[config.mk]
export PLATFORM = sky130hd
export DESIGN_NAME = uvs_angle_div
export DESIGN_NICKNAME = d
export VERILOG_FILES = /design/src/hw/rtl/uvs_angle_div.sv
export SDC_FILE = /design/constraint.sdc
export NUM_CORES = 2
export LEC_CHECK = 0
export ABC_CLOCK_PERIOD_IN_PS = 6200
export BUFFER_PORTS_ARGS = -buffer_cell sky130_fd_sc_hd__buf_2
export CAP_MARGIN = 5
export CORE_UTILIZATION = 60
export CTS_CLUSTER_DIAMETER = 120
export DETAILED_ROUTE_END_ITERATION = 7
export PLACE_DENSITY = 0.86
export SLEW_MARGIN = 25
export SYNTH_ARGS = -nofsm -noshare
export SYNTH_HDL_FRONTEND = slang
export SYNTH_SLANG_ARGS = --single-unit
[constraint.sdc]
create_clock -name aclk -period 6.2 [get_ports aclk]
set_clock_uncertainty 0.05 [all_clocks]
set_input_delay 0.31 -clock aclk [delete_from_list [all_inputs] [get_ports aclk]]
set_output_delay 0.31 -clock aclk [all_outputs]
set_load 0.02 [all_outputs]
[src/hw/rtl/uvs_angle_div.sv]
`timescale 1ns / 1ps
// ----------------------------------------------------------------------------
// uvs_angle_div
// Pipelined restoring divider, one quotient bit per stage; keeps the low
// QUO_W quotient bits, which is the angle wrapped to one turn.
// ----------------------------------------------------------------------------
module uvs_angle_div #(
    parameter int NUM_W = 28,
    parameter int DEN_W = 14,
    parameter int QUO_W = 16
) (
    input  logic             aclk,
    input  logic             adv,
    input  logic [NUM_W-1:0] num,
    input  logic [DEN_W-1:0] den,
    output logic [QUO_W-1:0] quo
);

    logic [NUM_W-1:0] num_reg [NUM_W];
    logic [DEN_W-1:0] rem_reg [NUM_W];
    logic [QUO_W-1:0] quo_reg [NUM_W];

    for (genvar s = 0; s < NUM_W; s++) begin : g_stage
        logic [NUM_W-1:0] num_in;
        logic [DEN_W-1:0] rem_in;
        logic [QUO_W-1:0] quo_in;
        logic [DEN_W:0]   trial;
        logic             ge;
        logic [DEN_W:0]   diff;

        if (s == 0) begin : g_first
            assign num_in = num;
            assign rem_in = '0;
            assign quo_in = '0;
        end else begin : g_next
            assign num_in = num_reg[s-1];
            assign rem_in = rem_reg[s-1];
            assign quo_in = quo_reg[s-1];
        end

        assign trial = {rem_in, num_in[NUM_W-1]};
        assign ge    = (trial >= {1'b0, den});
        assign diff  = ge ? (trial - {1'b0, den}) : trial;

        always_ff @(posedge aclk) begin
            if (adv) begin
                num_reg[s] <= num_in << 1;
                rem_reg[s] <= diff[DEN_W-1:0];
                quo_reg[s] <= {quo_in[QUO_W-2:0], ge};
            end
        end
    end

    assign quo = quo_reg[NUM_W-1];

endmodule

* Word level (Yosys, flattened, before mapping)
Memory sizes are Yosys's and may differ from the RTL's.
Index checks and enable logic that the tools add are counted.
** Word-level totals
- Word-level logic and storage cells :: 89
- Flip-flop bits (word level) :: 0
- Input bits :: 44
- Memories :: 3
- Bits in writable memories :: 1596
- Output and inout port bits :: 16
** Operators by class
- $lt $le $gt $ge :: 28
- Muxes and demuxes :: 30
- $add $sub $neg :: 28
** Memories
- num_reg :: depth 28, bits a word 27, read ports 27, clocked after Yosys merged registers in 0, wr ports 28, line 19 : logic [NUM_W-1:0] num_reg [NUM_W];
- quo_reg :: depth 28, bits a word 16, read ports 28, clocked after Yosys merged registers in 0, wr ports 28, line 21 : logic [QUO_W-1:0] quo_reg [NUM_W];
- rem_reg :: depth 28, bits a word 14, read ports 27, clocked after Yosys merged registers in 0, wr ports 28, line 20 : logic [DEN_W-1:0] rem_reg [NUM_W];
** Operator list (count)
- $ge A15 B14 Y1 :: 27
- $mux W14 :: 28
- $sub A14 B14 Y14 :: 27
- $ge A1 B14 Y1 :: 1
- $sub A1 B14 Y14 :: 1
- $mux W1 :: 2

* Logic depth before layout (Yosys ltp)
An unclocked memory read counts as a cell.
- Depth in word-level cells :: 3
- Depth in mapped cells :: 12
- Mapped depth without buffers :: 12

* Worst setup path before layout
No wires, ideal clock.
- Path kind :: input port to flip-flop
- Start point :: in den[1]
- End point :: mem rem_reg[20][4] (netlist: rem_reg[1][60]) (data pin)
- Data arrival time :: 4.220 ns
- Path buffers :: 1
- Slack :: 1.670 ns
- Cell stages on the path :: 11
- Data required time :: 5.890 ns
- Library setup time :: 0.260 ns
- Path through :: inv_1 -> ha_1 -> nor2b_1 -> o21a_1 -> o21a_1 -> o31a_1 -> nor4b_2 -> o21bai_1 -> a31oi_2 -> buf_4 -> mux2_2
** RTL lines
- start: declaration :: line 15 : input logic [DEN_W-1:0] den,
- end: declaration :: line 20

==> summary by stage <==
Finish
After the last flow step, the layout net total stands at 4472. Once layout is complete, the cells apart from fillers number 5123. The share of layout cells above drive strength 1 is 0.0985.

Relative to the synthesized area, the layout overhead comes to 10.7%. The number of antenna diodes is 0.

Detailed routing
The number of remaining DRC errors is 0. For this block, wires on met1 add up to 39.3 mm. The average via count per standard cell is 6.04.

The first detailed-routing pass took 5 iterations. The highest metal layer carrying signal wires in the routed design is met4. The detail route stage leaves a number of antenna-violating nets equal to 0. Summed over all layers, the routed wires come to 95.7 mm.

Dividing the detail-routed wire length by the instance count gives 18.7 um. Wire segments on met3 add up to 5.81 mm in the final route. The detailed router placed 30.9k vias in this run. The detailed router finished its first iteration with 2307 violations. The total met2 wirelength after detailed routing is 47.0 mm.

Die
The initialized floorplan defines 102 standard-cell rows. The die is 284 um tall. The floorplan step defined a core boundary enclosing 78000 um^2. 60 I/O pins were placed.

The chip width is 284 um. For this configuration, the core starts out at a cell density of 0.611. The die footprint is 80500 um^2.

Clock tree
The maximum clock insertion buffer count is 3. The CTS buffer count is 94. The CTS sink count is 892.

The H-tree level count is 3. The source-to-sink clock delay at the later pin of the worst-skew pair is 680 ps. TritonCTS built the clock tree. The clock input transition at the sequential cells of the worst setup and hold paths is 60 ps.

The number of gates resized after CTS is 0. The cell sitting at the root of the clock tree is a clkbuf_16.

Placement
The HPWL reported at the end of detailed placement is 62.2 mm. Routability-driven placement finished with a final weighted congestion of 0.896. The count of buffers added on input and output ports is 59. The cell count after placement is 4921.

Synthesis
During synthesis, Yosys emitted a total of 0 warnings. The synthesized netlist occupies a cell area of 47600 um^2. The post-synthesis sequential area ratio is 0.562. The synthesized design contains 892 enable-type register cells.

After synthesis, the mean cell area works out to 12.4 um^2. The number of different library cells used by synthesis comes to 80. The net count after synthesis is 4309. The most used flip-flop cell after synthesis is edfxtp_1. The gate count of the mapped netlist is 3844. The async set-or-reset flop fraction in the synthesized netlist is 0. After synthesis the netlist holds a flip-flop and latch count of 892.

Flow run
Max-cap violations in this run came to 0.

Timing
The count of pins over their slew limit is 0. For the pin with the worst max-slew slack, the measured transition is 1070 ps. The number of hold violations in the final report is 0. The relative slew slack is 0.285. The worst hold-check slack is 111 ps. For this run, the top clock speed supported by timing is 231 MHz. The minimum period implied by the final worst setup slack is 4330 ps. Setup total negative slack on the finished layout was measured at 0 ps.

Setup repair after global routing left no endpoint under its margin. Dividing the final minimum period by the clock period gives 0.698. Setup violations remaining at the end of the flow were counted as 0.

Power and ir drop
The switching share of power is 0.353. The leakage power total is 20.2 nW. The combinational share of power is 0.419. The share of total power dissipated in sequential elements is 0.371.

The worst-case vdd ir drop is 0.409 mV. The ratio of total power to cell area is 504 nW/um^2. The switching power summed over all nets is 9.40 mW. The internal power of the cells totals 17.2 mW. The share of total power dissipated in the clock network is 0.210.

Setup path
Data arrives at the worst endpoint at 4690 ps. In this run the worst path has a maximum fanout of 26. STA classifies the critical path endpoint as a register. The type of origin of the critical path is a primary input. The worst setup path is of the in2reg kind.

The worst endpoint required time is 6560 ps.

Global route
The maximum number of pins on one net before global-route repair is 179. The number of antenna violations at the first check in global routing is 0. The via count of the first global-routing pass is 30.2k. The first global-routing pass estimated 153 mm of wire. The global-route usage over all layers is 0.235. For this run the aggregate overflow at the end of global routing stands at 0.

Hold path
The tightest min-delay check is of the in2reg type.

Status
The flow ran to the end, and the final reports show no timing, DRC or antenna violations.
==> metal layers <==
layer / vias up / track usage
li1: 15000 / -
met1: 14800 / 0.300
met2: 960 / 0.403
met3: 239 / 0.0388
met4: 0 / 0.0903
met5: - / 0
==> path summary, 6_finish.rpt <==
path	from	to	slack [ps]	cells after the start
setup reg to reg	rem_reg[1][42]$_DFFE_PP_	rem_reg[1][60]$_DFFE_PP_	2720	9
setup / recovery	den[1]	rem_reg[1][127]$_DFFE_PP_	1870	12
hold reg to reg	num_reg[1][79]$_DFFE_PP_	num_reg[1][107]$_DFFE_PP_	360	0
hold / removal	den[12]	rem_reg[0][8]$_SDFFCE_PN0P_	110	3
==> cells in the mapped netlist (64+ instances only) <==
master / n / share of area
edfxtp_1: 892 / 0.56
xnor2_1: 150 / 0.028
a21o_1: 109 / 0.017
ha_1: 395 / 0.10
mux2_2: 113 / 0.027
nor2_1: 243 / 0.019
o21a_1: 67 / 0.011
xor2_1: 97 / 0.018
nand2_1: 280 / 0.022
nor3_1: 64 / 0.0067
inv_1: 164 / 0.013
o21ai_0: 296 / 0.031
a21oi_1: 269 / 0.028
==> logic make-up after synthesis <==
kind of cell               after synthesis  share of synthesized area
AOI/OAI and AO/OA                     1038                      0.138
DFF                                    892                      0.562
and+or+nand+nor                        876                     0.0856
adders and majority gates              421                      0.115
xor gates and xnor gates               247                     0.0454
buffers and inverters                  225                     0.0190
muxes                                  145                     0.0351
==> power groups by stage <==
stage / Combinational (mW) / Clock, mW / Sequential (mW)
after floorplan: 8.92 / 0 / 9.49
after detailed placement: 10.9 / 0 / 9.95
after CTS: 11.0 / 5.70 / 9.86
after global placement: 10.5 / 0 / 9.94
after global routing: 12.4 / 5.92 / 9.98
final: 11.2 / 5.59 / 9.86
==> final cells by class <==
class	count	area, um^2
Clock buffer	117	2460
Tap cell	1040	1300
Multi-Input combinational cell	2727	20000
Sequential cell	892	26800
Fill cell	5510	25200
Timing Repair Buffer	128	983
Inverter	164	617
Clock inverter	55	642
==> stage by stage <==
stage	setup WS [ps]	util	power, mW	instance area, um^2
floorplan	1670	-	18.4	47600
global placement	1900	0.633	20.4	49300
detailed placement	1810	0.633	20.9	49400
CTS	1950	0.676	26.6	52700
global route	1590	0.677	28.3	52800
finish	1870	0.677	26.6	52800
==> placed cells by master (no fill, tap or decap), drive strengths merged, types with 15 or more instances in the layout <==
cell type,synthesis,routed
nor3,64,64
o31ai,33,33
o31a,16,16
o21a,67,67
a21o,109,109
nand2,280,280
clkinv,0,38
a211oi,23,23
buf,16,99
and3,19,19
mux2,130,130
a21boi,19,19
mux2i,15,15
clkbuf,45,117
xnor2,150,150
nand2b,45,45
nor2,243,243
a21oi,270,270
dlygate4sd3,0,29
xor2,97,97
o21bai,40,40
nand4,32,32
fa,26,26
nor4,24,24
inv,164,165
nor2b,49,49
nand3,62,62
a31oi,32,32
ha,395,395
o21ai,303,303
edfxtp,892,892
==> worst max-delay path: stages <==
cell and delay, ps:
dlygate4sd3_1 540, buf_2 200, clkinv_2 590, buf_4 490
ha_1 340, nand2b_1 110, a21oi_1 110, o31ai_1 350
a311oi_1 200, a21oi_1 300, o31a_1 680, mux2_2 410
==> repair_timing <==
item / CTS / global route
endpoints found under the hold margin: 33 / 0
setup buffers: 0 / 0
hold buffers: 29 / 0
setup endpoints to repair: 0 / 0
(Power assumes the default switching activity.)
